==> config.mk <==
export PLATFORM = sky130hd
export DESIGN_NAME = dmc_ram
export DESIGN_NICKNAME = d
export VERILOG_FILES = /design/src/sv/dmc_ram.sv
export SDC_FILE = /design/constraint.sdc
export NUM_CORES = 2
export LEC_CHECK = 0
export BUFFER_PORTS_ARGS = -buffer_cell sky130_fd_sc_hd__clkbuf_2
export CAP_MARGIN = 5
export CORE_ASPECT_RATIO = 0.9
export CORE_MARGIN = 10
export CORE_UTILIZATION = 45
export CTS_CLUSTER_DIAMETER = 150
export DETAILED_ROUTE_END_ITERATION = 6
export HOLD_SLACK_MARGIN = 0.05
export PLACE_DENSITY = 0.7
export SKIP_LAST_GASP = 1
export SLEW_MARGIN = 10
export SYNTH_ARGS = -nofsm -noshare
export SYNTH_HDL_FRONTEND = slang
export SYNTH_SLANG_ARGS = --single-unit
==> constraint.sdc <==
create_clock -name clk -period 3.05 [get_ports clk]
set_input_delay 0.4575 -clock clk [delete_from_list [all_inputs] [get_ports clk]]
set_output_delay 0.4575 -clock clk [all_outputs]
set_load 0.05 [all_outputs]
==> src/sv/dmc_ram.sv <==
// dmc_ram: generic single-clock ram, one write port and one registered read port
// (read returns the old word on a same-address write). No dependencies.
`default_nettype none

module dmc_ram #(
    parameter int WIDTH = 8,
    parameter int DEPTH = 256
) (
    input  wire logic                     clk,
    input  wire logic                     wr_en,
    input  wire logic [$clog2(DEPTH)-1:0] wr_addr,
    input  wire logic [WIDTH-1:0]         wr_data,
    input  wire logic                     rd_en,
    input  wire logic [$clog2(DEPTH)-1:0] rd_addr,
    output logic      [WIDTH-1:0]         rd_data
);

    logic [WIDTH-1:0] mem [DEPTH];
    logic [WIDTH-1:0] rd_data_reg;

    always_ff @(posedge clk)
    begin
        if (wr_en)
        begin
            mem[wr_addr] <= wr_data;
        end
        if (rd_en)
        begin
            rd_data_reg <= mem[rd_addr];
        end
    end

    assign rd_data = rd_data_reg;

endmodule

`default_nettype wire

==> results.sh <==
export IMPL_cp_arrival_ns=3.44
export IMPL_ios=35
export IMPL_drcViolationCount=0
export IMPL_netlist_area_leader_share_pct=77.5
export IMPL_dp_hpwl_um=126000
export IMPL_finalWorstSetupSlack_ns=0.133
export IMPL_grt_pass1_wl_um=286000
export IMPL_ir_drop_mv=0.521
export IMPL_synthesis_area_mm2=0.0796
export IMPL_worstHoldPathType="input port to flip-flop"
export IMPL_portBuffers=34
export IMPL_crit_path_start_kind="input port"
export IMPL_drt_pass1_iterations=5
export IMPL_ant_nets=0
export IMPL_critPathKind="input port to flip-flop"
export IMPL_synth_ff_type="edfxtp_1"
export IMPL_synth_area_leaders="edfxtp_1 78%, mux4_2 13%, mux2i_1 1.7%"
export IMPL_cts_buffer_depth=3
export IMPL_die_area_mm2=0.194
export IMPL_core_area_mm2=0.176
export IMPL_setup_violations=0
export IMPL_status="finished clean"
export IMPL_tightest_slew_ns=1.18
export IMPL_final_util_pct=52.7
export IMPL_placementRows=146
export IMPL_first_global_vias=40700
export IMPL_gp_congestion=0.844
export IMPL_synth_avg_cell_area_um2=21.3
export IMPL_met3_length_um=21600
export IMPL_cts_htree_levels=4
export IMPL_finClkSkew_ns=0.0324
export IMPL_ys_types=54
export IMPL_grt_overflow=0
export IMPL_place_area_mm2=0.0867
export IMPL_postCtsSetupBuffers=0
export IMPL_synth_seq_cells=2056
export IMPL_place_ws_ns=-0.641
export IMPL_dieWidth_um=463
export IMPL_synth_edf_count=2056
export IMPL_final_cell_mix="2056 x edfxtp_1, 529 x buf_4, 454 x mux4_2, 279 x nor2_1, 194 x clkbuf_16"
export IMPL_drv_cap=0
export IMPL_vias_per_cell=5.99
export IMPL_antenna_found_initial=16
export IMPL_cts_root_buf="clkbuf_16"
export IMPL_design_area_mm2=0.0928
export IMPL_postCtsHoldBufs=0
export IMPL_rsz0062_at_grt="false"
export IMPL_num_vias=40900
export IMPL_power_leakage_nw=29.7
export IMPL_top_layer="met5"
export IMPL_routed_wl_um=197000
export IMPL_cts_buffers=190
export IMPL_max_freq_ghz=0.343
export IMPL_power_density_mw_per_mm2=623
export IMPL_cts_tree="built"
export IMPL_async_reset_ff_share_pct=0
export IMPL_initialDrtViolationCount=5813
export IMPL_initial_core_util_pct=45.3
export IMPL_final_hold_violation_count=0
export IMPL_dieHeight_um=419
export IMPL_relSlewSlack_pct=20.8
export IMPL_largest_reg_flops=2048
export IMPL_fin_crit_sh_pct=95.6
export IMPL_nets=4342
export IMPL_synth_net_count=3760
export IMPL_grt_use_total_pct=19.9
export IMPL_clk_latency_ns=0.82
export IMPL_grt_max_degree=101
export IMPL_wire_per_inst_um=28.8
export IMPL_cts_sinks=2056
export IMPL_ys_seq_area_share_pct=77.5
export IMPL_final_min_clock_period_ns=2.92
export IMPL_layout_drive_gt1_share_pct=30.4
export IMPL_areaGrowthSynthToFinish_pct=16.5
export IMPL_cts_resized=0
export IMPL_layout_commonest_cell="edfxtp_1"
export IMPL_netlist_instances=3733
export IMPL_finalMaxSlewViolations=0
export IMPL_path_clk_slew_ns=0.06
export IMPL_yosys_warnings=0
export IMPL_met1Wirelength_um=77400
export IMPL_dr_wl_met2_um=91600
export IMPL_synth_top_cell_by_area="edfxtp_1"
export IMPL_cp_required_ns=3.57
export IMPL_crit_path_end_kind="flip-flop"
export IMPL_crit_fanout=42
-- cells in the mapped netlist, drive strengths merged (2+ instances only) --
cell / instances
a2111oi: 5
a211oi: 16
a21oi: 96
a221oi: 14
a22o: 8
a22oi: 133
a311oi: 2
a31oi: 2
and2: 6
and3b: 2
buf: 122
clkbuf: 111
edfxtp: 2056
mux2i: 134
mux4: 456
nand2: 33
nand2b: 8
nand3: 34
nand3b: 2
nand4: 10
nor2: 282
nor2b: 31
nor3: 22
nor4: 27
o211ai: 10
o21ai: 12
o221ai: 47
o22a: 5
o22ai: 28
o32ai: 5
or2: 4
-- logic make-up (layout without fill, tap and decap cells) --
group | after synthesis | after routing | share of synthesized area (%)
buffers and inverters | 235 | 960 | 1.83
multiplexers | 591 | 591 | 14.6
other | 0 | 8 | 0
flip-flops | 2056 | 2056 | 77.5
AND/OR/NAND/NOR | 466 | 466 | 2.63
AO/OA/AOI/OAI | 385 | 385 | 3.42
-- area by class of cell --
type | instances | area, um2
fillers | 13200 | 83100
flip-flops and latches | 2056 | 61700
multi-input cells | 1442 | 16500
repair buffers | 623 | 5460
clock buffers | 232 | 5000
well taps | 2368 | 2960
clock inverters | 103 | 1100
diodes | 8 | 20.0
inverters | 2 | 7.51
-- routing by layer --
layer	vias to the layer above	GRT usage, %
li1	16900	-
met1	21400	28.5
met2	2347	30.6
met3	341	4.46
met4	2	6.47
met5	-	0
-- stage by stage --
stage          setup TNS, ns  hold WS, ns  std cells  power [mW]
2_1_floorplan              0        0.556       3733        33.3
3_3_place_gp           -4.28        0.948       6489        34.9
3_5_place_dp           -2.63        0.950       6491        34.9
4_1_cts                    0       0.0690       6826        58.2
5_1_grt                    0        0.108       6834        59.5
6_report                   0        0.122       6834        57.8
-- power by group --
part           leakage [nW]  switching, mW  internal, mW
clock                  2.97           10.2          13.3
sequential             18.5         0.0406          31.2
combinational          8.24           1.92          1.21
total                  29.7           12.1          45.7
-- final timing paths --
| check | start | end | slack, ns | cells past startpoint |
|---|---|---|---|---|
| max reg2reg | mem[139][0] | rd_data[0] | 0.20 | 7 |
| max | rd_addr[1] | rd_data[1] | 0.13 | 12 |
| min reg2reg | mem[54][0] | rd_data[0] | 1.18 | 7 |
| min | rd_en | rd_data[3] | 0.12 | 1 |
-- critical path: stages --
cell	delay, ns
buf_8	0.22
buf_12	0.26
buf_4	0.17
nor4b_1	0.63
buf_4	0.26
a21oi_1	0.10
o211ai_1	0.10
a21oi_1	0.16
buf_4	0.17
nor4_1	0.55
buf_4	0.23
nor4_1	0.05
No activity file was read; power rests on OpenSTA's default activity.
