**src/sv/dmc_pkg.sv**
```systemverilog
// dmc_pkg: shared types, widths, register indexes and helpers for the
// direct-mapped cache hit counter. No dependencies.
`default_nettype none

package dmc_pkg;

    localparam int ADDR_W      = 32;
    localparam int TAG_W       = 32;
    localparam int COUNT_W     = 32;
    localparam int OFFSET_W    = 4;
    localparam int INDEX_W_W   = 5;
    localparam int SHIFT_W     = 6;
    localparam int CFG_INDEX_W = 4;
    localparam int CFG_DATA_W  = 5;

    // register indexes on the configuration port
    localparam logic [CFG_INDEX_W-1:0] CFG_OFFSET_WIDTH = 4'd0;
    localparam logic [CFG_INDEX_W-1:0] CFG_INDEX_WIDTH  = 4'd1;

    localparam logic [OFFSET_W-1:0]  OFFSET_RESET = 4'd2;
    localparam logic [INDEX_W_W-1:0] INDEX_RESET  = 5'd14;
    localparam logic [OFFSET_W-1:0]  OFFSET_MAX   = 4'd8;

    typedef struct packed {
        logic             valid;
        logic [TAG_W-1:0] tag;
    } dmc_entry_t;

    localparam int ENTRY_W = $bits(dmc_entry_t);

    function automatic logic [COUNT_W-1:0] sat_inc(input logic [COUNT_W-1:0] v);
        sat_inc = (v == {COUNT_W{1'b1}}) ? v : v + COUNT_W'(1);
    endfunction

endpackage

`default_nettype wire

```
**src/sv/dmc_addr_split.sv**
```systemverilog
// dmc_addr_split: clamps the configured widths and splits a byte address
// into line index and tag. Depends on dmc_pkg.
`default_nettype none

module dmc_addr_split
    import dmc_pkg::*;
#(
    parameter int MAX_INDEX_BITS = 17
) (
    input  wire logic [ADDR_W-1:0]         address,
    input  wire logic [OFFSET_W-1:0]       offset_width,
    input  wire logic [INDEX_W_W-1:0]      index_width,
    output logic      [MAX_INDEX_BITS-1:0] line,
    output logic      [TAG_W-1:0]          tag
);

    localparam logic [INDEX_W_W-1:0] INDEX_MAX = INDEX_W_W'(MAX_INDEX_BITS);

    logic [OFFSET_W-1:0]       off_eff;
    logic [INDEX_W_W-1:0]      iw_eff;
    logic [ADDR_W-1:0]         shifted;
    logic [MAX_INDEX_BITS-1:0] mask;
    logic [SHIFT_W-1:0]        shift_sum;

    always_comb
    begin
        off_eff   = (offset_width > OFFSET_MAX) ? OFFSET_MAX : offset_width;
        iw_eff    = (index_width > INDEX_MAX) ? INDEX_MAX : index_width;
        shifted   = address >> off_eff;
        mask      = ~({MAX_INDEX_BITS{1'b1}} << iw_eff);
        line      = shifted[MAX_INDEX_BITS-1:0] & mask;
        shift_sum = SHIFT_W'(off_eff) + SHIFT_W'(iw_eff);
        tag       = address >> shift_sum;
    end

endmodule

`default_nettype wire

```
**config.mk**
```make
export PLATFORM = sky130hd
export DESIGN_NAME = dmc_addr_split
export DESIGN_NICKNAME = d
export VERILOG_FILES = /design/src/sv/dmc_pkg.sv /design/src/sv/dmc_addr_split.sv
export SDC_FILE = /design/constraint.sdc
export NUM_CORES = 1
export LEC_CHECK = 0
export BUFFER_PORTS_ARGS = -buffer_cell sky130_fd_sc_hd__buf_2
export CORE_ASPECT_RATIO = 0.6
export CORE_UTILIZATION = 60
export DETAILED_ROUTE_END_ITERATION = 8
export PLACE_DENSITY = 0.9
export SYNTH_ARGS = -nofsm -noshare
export SYNTH_HDL_FRONTEND = slang
export SYNTH_SLANG_ARGS = --single-unit
```
**constraint.sdc**
```tcl
create_clock -name vclk -period 8.9
set_input_delay 0.445 -clock vclk [all_inputs]
set_output_delay 0.445 -clock vclk [all_outputs]
set_load 0.05 [all_outputs]
```
==> results.toml, run 1 <==
[global_routing]
antenna_found_initial = 0
grt_start_max_net_pins = 37
gr-total-overflow = 0
grt_pass1_wl_mm = 15.6
grt_pass1_vias = 3075
grt_usage_pct = 37.0

[placed_design]
gp_congestion = 1.03
placed_cells = 484
place_worst_setup_slack_ns = 4.36
dp_hpwl_mm = 7.48
placed_cell_area_mm2 = 0.00332
placement.io_buffers = 90

[sta]
finalSetupTns_ns = 0
setup_viol = 0
holdWs_ns = 1.37
drv_slew = 0
min_period_over_period_pct = 52.1
fin_ws_ns = 4.26
slew_headroom_pct = 23.2
min_period_ns = 4.64
rsz0062_at_grt = "false"
max_freq_mhz = 215
worst_pin_slew_ns = 1.15
finalHoldViolCount = 0

[drt]
drt_iter0_drc = 514
antenna_left = 0
dr.pass1.iters = 7
drt-vias-per-instance = 7.24
wl_per_cell_um = 20.1
vias = 3503
drc_errors = 0
routed_wl_mm = 9.75

[outcome]
status = "complete, no violations"

[floorplan]
die_w_um = 92.6
floorplan.initialDensity_pct = 63.4
die-area_mm2 = 0.00522
num_rows = 19
io_pins = 90
die_y_um = 56.4
core_mm2 = 0.00466

[logic_synthesis]
syn_inst = 363
synth_fp_nets = 408
yosysWarnings = 0
synth_area_mm2 = 0.00295
seq_area_frac_synth_pct = 0
synth.distinct_cells = 50
syn_area_per_cell_um2 = 8.14

[clock_network]
cts_hold_buffers = 0
post_cts_resized = 0
cts_setup_buffers = 0

[pwr]
cellLeakagePower_nw = 1.46
p_seq_share_pct = 0
power_density_mw_per_mm2 = 139
p_sw_share_pct = 66.7
intPower_uw = 154
p_sw_uw = 309
total_power_uw = 463
combPwrFrac_pct = 100.0
p_clk_share_pct = 0
peakVddDrop_uv = 153

[worst_setup_path]
path_common_cell = "buf_2"
setup.worst_path.end_class = "primary output"
cp.required_ns = 8.46
crit_family = "buffers and inverters"
slowest_delay_ns = 0.75
slowest_stage = "nand2_1"
critPathBufInv = 4
start_kind = "input port"
worstPathArrival_ns = 4.20
path_cells = "buf_2 -> nand2b_1 -> buf_4 -> inv_1 -> ha_1 -> maj3_2 -> o21ai_0 -> nand2_1 -> mux2_2 -> o22ai_1 -> buf_2"
crit_type = "input port to primary output"
crit_fanout = 23

[cells_and_area]
clkbuf_count = 0
final_area_mm2 = 0.00332
multiInputGateArea_mm2 = 0.00274
finish.utilization_pct = 71.2
num_antenna_cells = 0
final_cells = 484
area_growth_pct = 12.2
nets = 468
drive_gt1_share_pct = 36.6
regArea_um2 = 0
nFlopsAndLatches = 0
fillers = 400

[min_path]
hp-class = "input port to primary output"

[run]
cap_violations = 0
-- synthesized netlist by cell type (2+ instances only) --
cell type  count  area (µm²)
a211o_1        2        17.5
a211oi_1      10        75.1
a21oi_1       27         135
a31oi_1        9        56.3
and2_1         2        12.5
buf_1          4        15.0
buf_2         10        50.1
buf_4          4        30.0
buf_6          5        56.3
clkbuf_1      13        48.8
ha_1           4        50.1
inv_1          2        7.51
inv_2          2        7.51
mux2_2        22         248
mux2i_1       60         601
mux4_2        28         631
nand2_1       18        67.6
nand2b_1       3        18.8
nand3_1       18        90.1
nor2_1        27         101
nor2b_1       10        62.6
nor3_1        12        60.1
nor3b_1        5        37.5
o211ai_1       2        15.0
o21a_1         8        60.1
o21ai_0       20         100
o22ai_1        3        18.8
o31a_1         2        17.5
o32ai_1        4        35.0
or3_1          7        43.8
-- layout make-up --
cell class                      count  area share (%)
Multi-Input combinational cell    323            82.7
Timing Repair Buffer               94            14.5
Tap cell                           63            2.38
Inverter                            4           0.453
-- final timing paths --
path / startpoint / to / cells after the start
max: offset_width[3] / tag[1] / 11
min: address[19] / line[11] / 4
-- cells in the final DEF (no fill, tap or decap), types with 3 or more instances in the layout --
cell / n
nand2b_1: 3
nor3b_1: 5
o22ai_1: 3
nor2b_1: 10
nand3_1: 18
a21oi_1: 27
buf_2: 90
a31oi_1: 9
nand2_1: 18
buf_4: 4
nor2_1: 27
mux2_2: 22
o32ai_1: 4
mux4_2: 28
or3_1: 7
ha_1: 3
a211oi_1: 10
mux2i_1: 60
o21ai_0: 20
nor3_1: 12
o21a_1: 8
-- power by group through the flow --
| stage | Clock (mW) | Combinational [mW] | Sequential (mW) |
|---|---|---|---|
| floorplan | 0 | 0.360 | 0 |
| global placement | 0 | 0.440 | 0 |
| detailed placement | 0 | 0.450 | 0 |
| CTS | 0 | 0.452 | 0 |
| global route | 0 | 0.484 | 0 |
| finish | 0 | 0.463 | 0 |
-- cells by family after synthesis --
logic type | count (synthesis) | synth area share [%]
AND/OR/NAND/NOR | 110 | 18.8
buffers and inverters | 40 | 7.29
AO/OA/AOI/OAI | 95 | 20.4
multiplexers | 110 | 50.1
XOR/XNOR | 3 | 1.40
adder cells (fa/ha/maj) | 5 | 2.08
-- per-layer routing --
layer  GRT usage, %  up-vias  share of wire (%)
li1               -     1538                  -
met1           57.2     1645                 42
met2           55.7      293                 43
met3           5.96       27                 15
met4           3.35        0                1.0
met5              0        -                  0
Note: power is estimated with default switching activity, not from simulation.
==> run 2: changes to the inputs <==
--- a/config.mk
+++ b/config.mk
@@ -5,11 +5,12 @@
 export SDC_FILE = /design/constraint.sdc
 export NUM_CORES = 1
 export LEC_CHECK = 0
+export ABC_AREA = 1
 export BUFFER_PORTS_ARGS = -buffer_cell sky130_fd_sc_hd__buf_2
 export CORE_ASPECT_RATIO = 0.6
-export CORE_UTILIZATION = 60
+export CORE_UTILIZATION = 50
 export DETAILED_ROUTE_END_ITERATION = 8
-export PLACE_DENSITY = 0.9
+export PLACE_DENSITY = 0.8
 export SYNTH_ARGS = -nofsm -noshare
 export SYNTH_HDL_FRONTEND = slang
 export SYNTH_SLANG_ARGS = --single-unit
==> constraint.sdc (replaced) <==
create_clock -name vclk -period 3.95
set_input_delay 0.1975 -clock vclk [all_inputs]
set_output_delay 0.1975 -clock vclk [all_outputs]
set_load 0.05 [all_outputs]
==> run 2 against run 1 <==
Core utilization is 10 points lower. Non-clock buffer count up 6. Wire length rose by 23%. Hold slack worse by 0.49 ns. Synthesized cell count is 85% higher. First-iteration DRC count increased by 5.6%. Highest routed layer unchanged. Clock-buffer cell count stayed put. Via count grew 31%. Power up 130%. Area after synthesis is 3.2% higher. Worst setup slack worse by 3.9 ns. Largest cell class unchanged.
==> results.toml, run 2 <==
[logic_synthesis]
syn_inst = 672
synth_area_mm2 = 0.00305
synth_top_area_share_pct = 35.0
synth_area_leaders = "nand2_1, o21ai_0, inv_1"
yosys.cell_count.top_type = "nand2_1"
synth_fp_nets = 717
syn_area_per_cell_um2 = 4.54
synth.distinct_cells = 33
yosysTopAreaCell = "nand2_1"
seq_area_frac_synth_pct = 0
yosys-top-cells-count = "nand2_1, o21ai_0, inv_1"
yosysWarnings = 0

[worst_setup_path]
start_kind = "input port"
crit_fanout = 42
critPathLaunch = "index_width[3]"
setup.worst_path.end_class = "primary output"
crit_type = "input port to primary output"
cp.required_ns = 3.75
worstPathArrival_ns = 3.39

[cells_and_area]
nets = 782
final_cells = 815
multiInputGateArea_mm2 = 0.00259
num_antenna_cells = 0
clkbuf_count = 0
finish.utilization_pct = 61.1
nFlopsAndLatches = 0
area_growth_pct = 14.8
drive_gt1_share_pct = 17.6
layout_common_cells = "nand2_1, o21ai_0, buf_2"
regArea_um2 = 0
final_common_cell = "nand2_1"
fillers = 653

[placed_design]
placed_cells = 815
gp_congestion = 1.09
dp_hpwl_mm = 10.1
placement.io_buffers = 90

[floorplan]
die_y_um = 62.5
io_pins = 90
core_mm2 = 0.00573
num_rows = 21
floorplan.initialDensity_pct = 53.2
die-area_mm2 = 0.00642
die_w_um = 103

[drt]
drt-vias-per-instance = 5.62
routed_wl_mm = 12.0
drc_errors = 0
wl_per_cell_um = 14.7
drt_iter0_drc = 543
antenna_left = 0
vias = 4584
dr.pass1.iters = 8

[outcome]
status = "complete, no violations"

[sta]
min_period_over_period_pct = 90.9
min_period_ns = 3.59
finalHoldViolCount = 0
setup_viol = 0
rsz0062_at_grt = "false"
drv_slew = 0
finalSetupTns_ns = 0
max_freq_mhz = 278
worst_pin_slew_ns = 0.627
slew_headroom_pct = 57.8

[min_path]
worstHoldStart = "index_width[2]"
hp-class = "input port to primary output"

[global_routing]
antenna_found_initial = 0
grt_usage_pct = 37.7
grt_start_max_net_pins = 43
grt_pass1_vias = 4012
grt_pass1_wl_mm = 19.3
gr-total-overflow = 0

[run]
cap_violations = 0

[pwr]
peakVddDrop_uv = 162
cellLeakagePower_nw = 2.13
total_power_mw = 1.07
power_density_mw_per_mm2 = 307

[clock_network]
cts_setup_buffers = 0
post_cts_resized = 0
cts_hold_buffers = 0
run 2: cell types whose count changed in the layout (fill, tap and decap cells not counted), moves of 10 or more:
cell and change:
nand2_1 +266, o21ai_0 +81, inv_1 +66, mux2i_1 -55, nor2_1 +35, mux4_2 -28
nand3_1 +24, mux2_2 -22, a21oi_1 -12, nor3_1 -12, nor2b_1 -10
run 2: logic make-up after synthesis:
family                   Yosys count  synth area share [%]
adder cells (fa/ha/maj)            4                  1.64
AND/OR/NAND/NOR                  412                  55.7
AO/OA/AOI/OAI                    141                  25.9
buffers and inverters            110                  15.1
multiplexers                       5                  1.64
run 2: path summary, 6_finish.rpt:
| path | end | cells after the start |
|---|---|---|
| worst max-delay path | tag[1] | 17 |
| worst min-delay path | line[10] | 4 |
run 2: metal layers:
metal | track usage (%) | routed length [µm] | vias up | share of wire, %
met5 | 0 | 0 | - | 0
met4 | 1.58 | 38 | 0 | 0.32
met3 | 15.9 | 1990 | 14 | 17
met2 | 50.8 | 4450 | 280 | 37
met1 | 56.8 | 5520 | 2021 | 46
li1 | - | - | 2269 | -
run 2: layout make-up:
class	count	area share [%]
inverters	73	7.83
multi-input cells	562	73.9
well taps	80	2.86
repair buffers	100	15.4
run 2: metrics by stage:
step / setup WS [ns] / hold WS [ns] / instance area (µm²)
2_1_floorplan: 0.418 / 0.687 / 3050
3_3_place_gp: 0.686 / 0.898 / 3500
3_5_place_dp: 0.537 / 0.876 / 3500
4_1_cts: 0.529 / 0.877 / 3500
5_1_grt: 0.122 / 0.899 / 3500
6_report: 0.358 / 0.881 / 3500
run 2: critical path, stage by stage:
cell     delay (ns)
buf_2          0.13
nor2_1         0.22
a21oi_1        0.12
nor2_1         0.21
inv_1          0.12
ha_1           0.47
buf_12         0.24
o21ai_0        0.24
inv_1          0.06
o21ai_0        0.51
nand2_1        0.13
nand2_1        0.12
nand2_1        0.09
nand2_1        0.09
nor2_1         0.04
nor2_1         0.12
buf_2          0.27
run 2: power by group:
part           internal, mW  switching [mW]
registers                 0               0
logic                 0.271           0.804
clock network             0               0
total                 0.271           0.804
==> run 3: changes to the inputs <==
--- a/config.mk
+++ b/config.mk
@@ -7,10 +7,9 @@
 export LEC_CHECK = 0
 export ABC_AREA = 1
 export BUFFER_PORTS_ARGS = -buffer_cell sky130_fd_sc_hd__buf_2
-export CORE_ASPECT_RATIO = 0.6
-export CORE_UTILIZATION = 50
+export CORE_UTILIZATION = 45
 export DETAILED_ROUTE_END_ITERATION = 8
-export PLACE_DENSITY = 0.8
+export PLACE_DENSITY = 0.73
 export SYNTH_ARGS = -nofsm -noshare
 export SYNTH_HDL_FRONTEND = slang
 export SYNTH_SLANG_ARGS = --single-unit
==> run 3 against run 2 <==
Die area grew 11%. Final cell count is 0.49% lower. Design area decreased by 0.25%. First-iteration DRC count fell by 14%. The run now ends with DRC left. Critical path type unchanged. Flip-flop and latch count is the same. Via count shrank 2.1%.
==> results.toml, run 3 (synthesized netlist as in run 2, its figures left out) <==
[floorplan]
die_w_um = 84.3
die_y_um = 84.3
die-area_mm2 = 0.00711
floorplan.initialDensity_pct = 47.2
core_mm2 = 0.00646
num_rows = 29
io_pins = 90

[run]
cap_violations = 0

[clock_network]
cts_setup_buffers = 0
cts_hold_buffers = 0
post_cts_resized = 0

[placed_design]
dp_hpwl_mm = 9.06
placed_cells = 811
gp_congestion = 1.02
placement.io_buffers = 90

[worst_setup_path]
critPathBufInv = 5
start_kind = "input port"
path_cells = "buf_2 -> nor2_1 -> a21oi_1 -> nor2_1 -> inv_1 -> ha_2 -> ha_1 -> inv_1 -> nand2_2 -> nand2_4 -> nand2_1 -> inv_1 -> nand2_1 -> nand2_1 -> nand2_1 -> nand2_1 -> nand2_1 -> nor2_1 -> buf_2"
crit_fanout = 16
slowest_delay_ns = 0.44
cp.required_ns = 3.75
setup.worst_path.end_class = "primary output"
worstPathArrival_ns = 3.27
path_common_cell = "nand2_1"
slowest_stage = "inv_1"
crit_type = "input port to primary output"
crit_family = "simple AND/OR/NAND/NOR gates"

[sta]
max_freq_mhz = 288
worst_pin_slew_ns = 0.568
rsz0062_at_grt = "false"
min_period_ns = 3.47
finalHoldViolCount = 0
holdWs_ns = 0.905
drv_slew = 0
finalSetupTns_ns = 0
setup_viol = 0
slew_headroom_pct = 61.7
min_period_over_period_pct = 87.8

[global_routing]
grt_start_max_net_pins = 41
grt_pass1_vias = 3878
antenna_found_initial = 0
grt_pass1_wl_mm = 18.2
grt_usage_pct = 30.5
gr-total-overflow = 0

[drt]
drc_errors = 4
drt_iter0_drc = 466
routed_wl_mm = 11.0
antenna_left = 0
vias = 4487
drt-vias-per-instance = 5.53
wl_per_cell_um = 13.6
dr.pass1.iters = 8

[cells_and_area]
finish.utilization_pct = 54.0
final_common_cell = "nand2_1"
drive_gt1_share_pct = 17.6
nFlopsAndLatches = 0
area_growth_pct = 14.5
fillers = 750
num_antenna_cells = 0
nets = 781
final_cells = 811
regArea_um2 = 0
layout_common_cells = "nand2_1, o21ai_0, buf_2"
clkbuf_count = 0

[outcome]
violations = "DRC"
status = "finished, violations left"

[pwr]
peakVddDrop_uv = 125
power_density_mw_per_mm2 = 298
cellLeakagePower_nw = 2.12

[min_path]
hp-class = "input port to primary output"
-- run 3: cell types whose count changed in the layout (fill, tap and decap cells not counted), sizes merged --
cell / delta
buf: -1
-- run 3: worst paths after layout --
path | startpoint | to | slack [ns] | cells past startpoint
worst max-delay path | index_width[3] | tag[8] | 0.48 | 19
worst min-delay path | address[17] | line[9] | 0.90 | 4
-- run 3: routing by layer --
metal / part of all wire (%) / up-vias / track usage, %
li1: - / 2264 / -
met1: 46 / 2004 / 43.9
met2: 44 / 213 / 50.7
met3: 9.8 / 6 / 3.83
met4: 0.57 / 0 / 1.57
met5: 0 / - / 0
-- run 3: layout make-up --
| class | instances | area, µm² | share of cell area, % |
|---|---|---|---|
| Tap cell | 77 | 96.3 | 2.76 |
| Multi-Input combinational cell | 562 | 2590 | 74.2 |
| Inverter | 73 | 274 | 7.85 |
| Timing Repair Buffer | 99 | 531 | 15.2 |
-- run 3: per-stage QoR --
stage | power [mW] | setup WS (ns) | cell area (µm²)
2_1_floorplan | 0.802 | 0.418 | 3050
3_3_place_gp | 1.02 | 0.630 | 3490
3_5_place_dp | 1.02 | 0.501 | 3490
4_1_cts | 1.02 | 0.505 | 3490
5_1_grt | 1.14 | 0.213 | 3490
6_report | 1.04 | 0.480 | 3490
-- run 3: report_power, final --
group / switching [mW] / internal (mW) / leakage [nW]
clock: 0 / 0 / 0
sequential: 0 / 0 / 0
combinational: 0.771 / 0.270 / 2.12
total: 0.771 / 0.270 / 2.12
-- run 3: tightest hold or removal path, stage by stage --
cell	delay [ns]
buf_2	0.14
nor2_1	0.10
a2111oi_0	0.06
buf_2	0.21
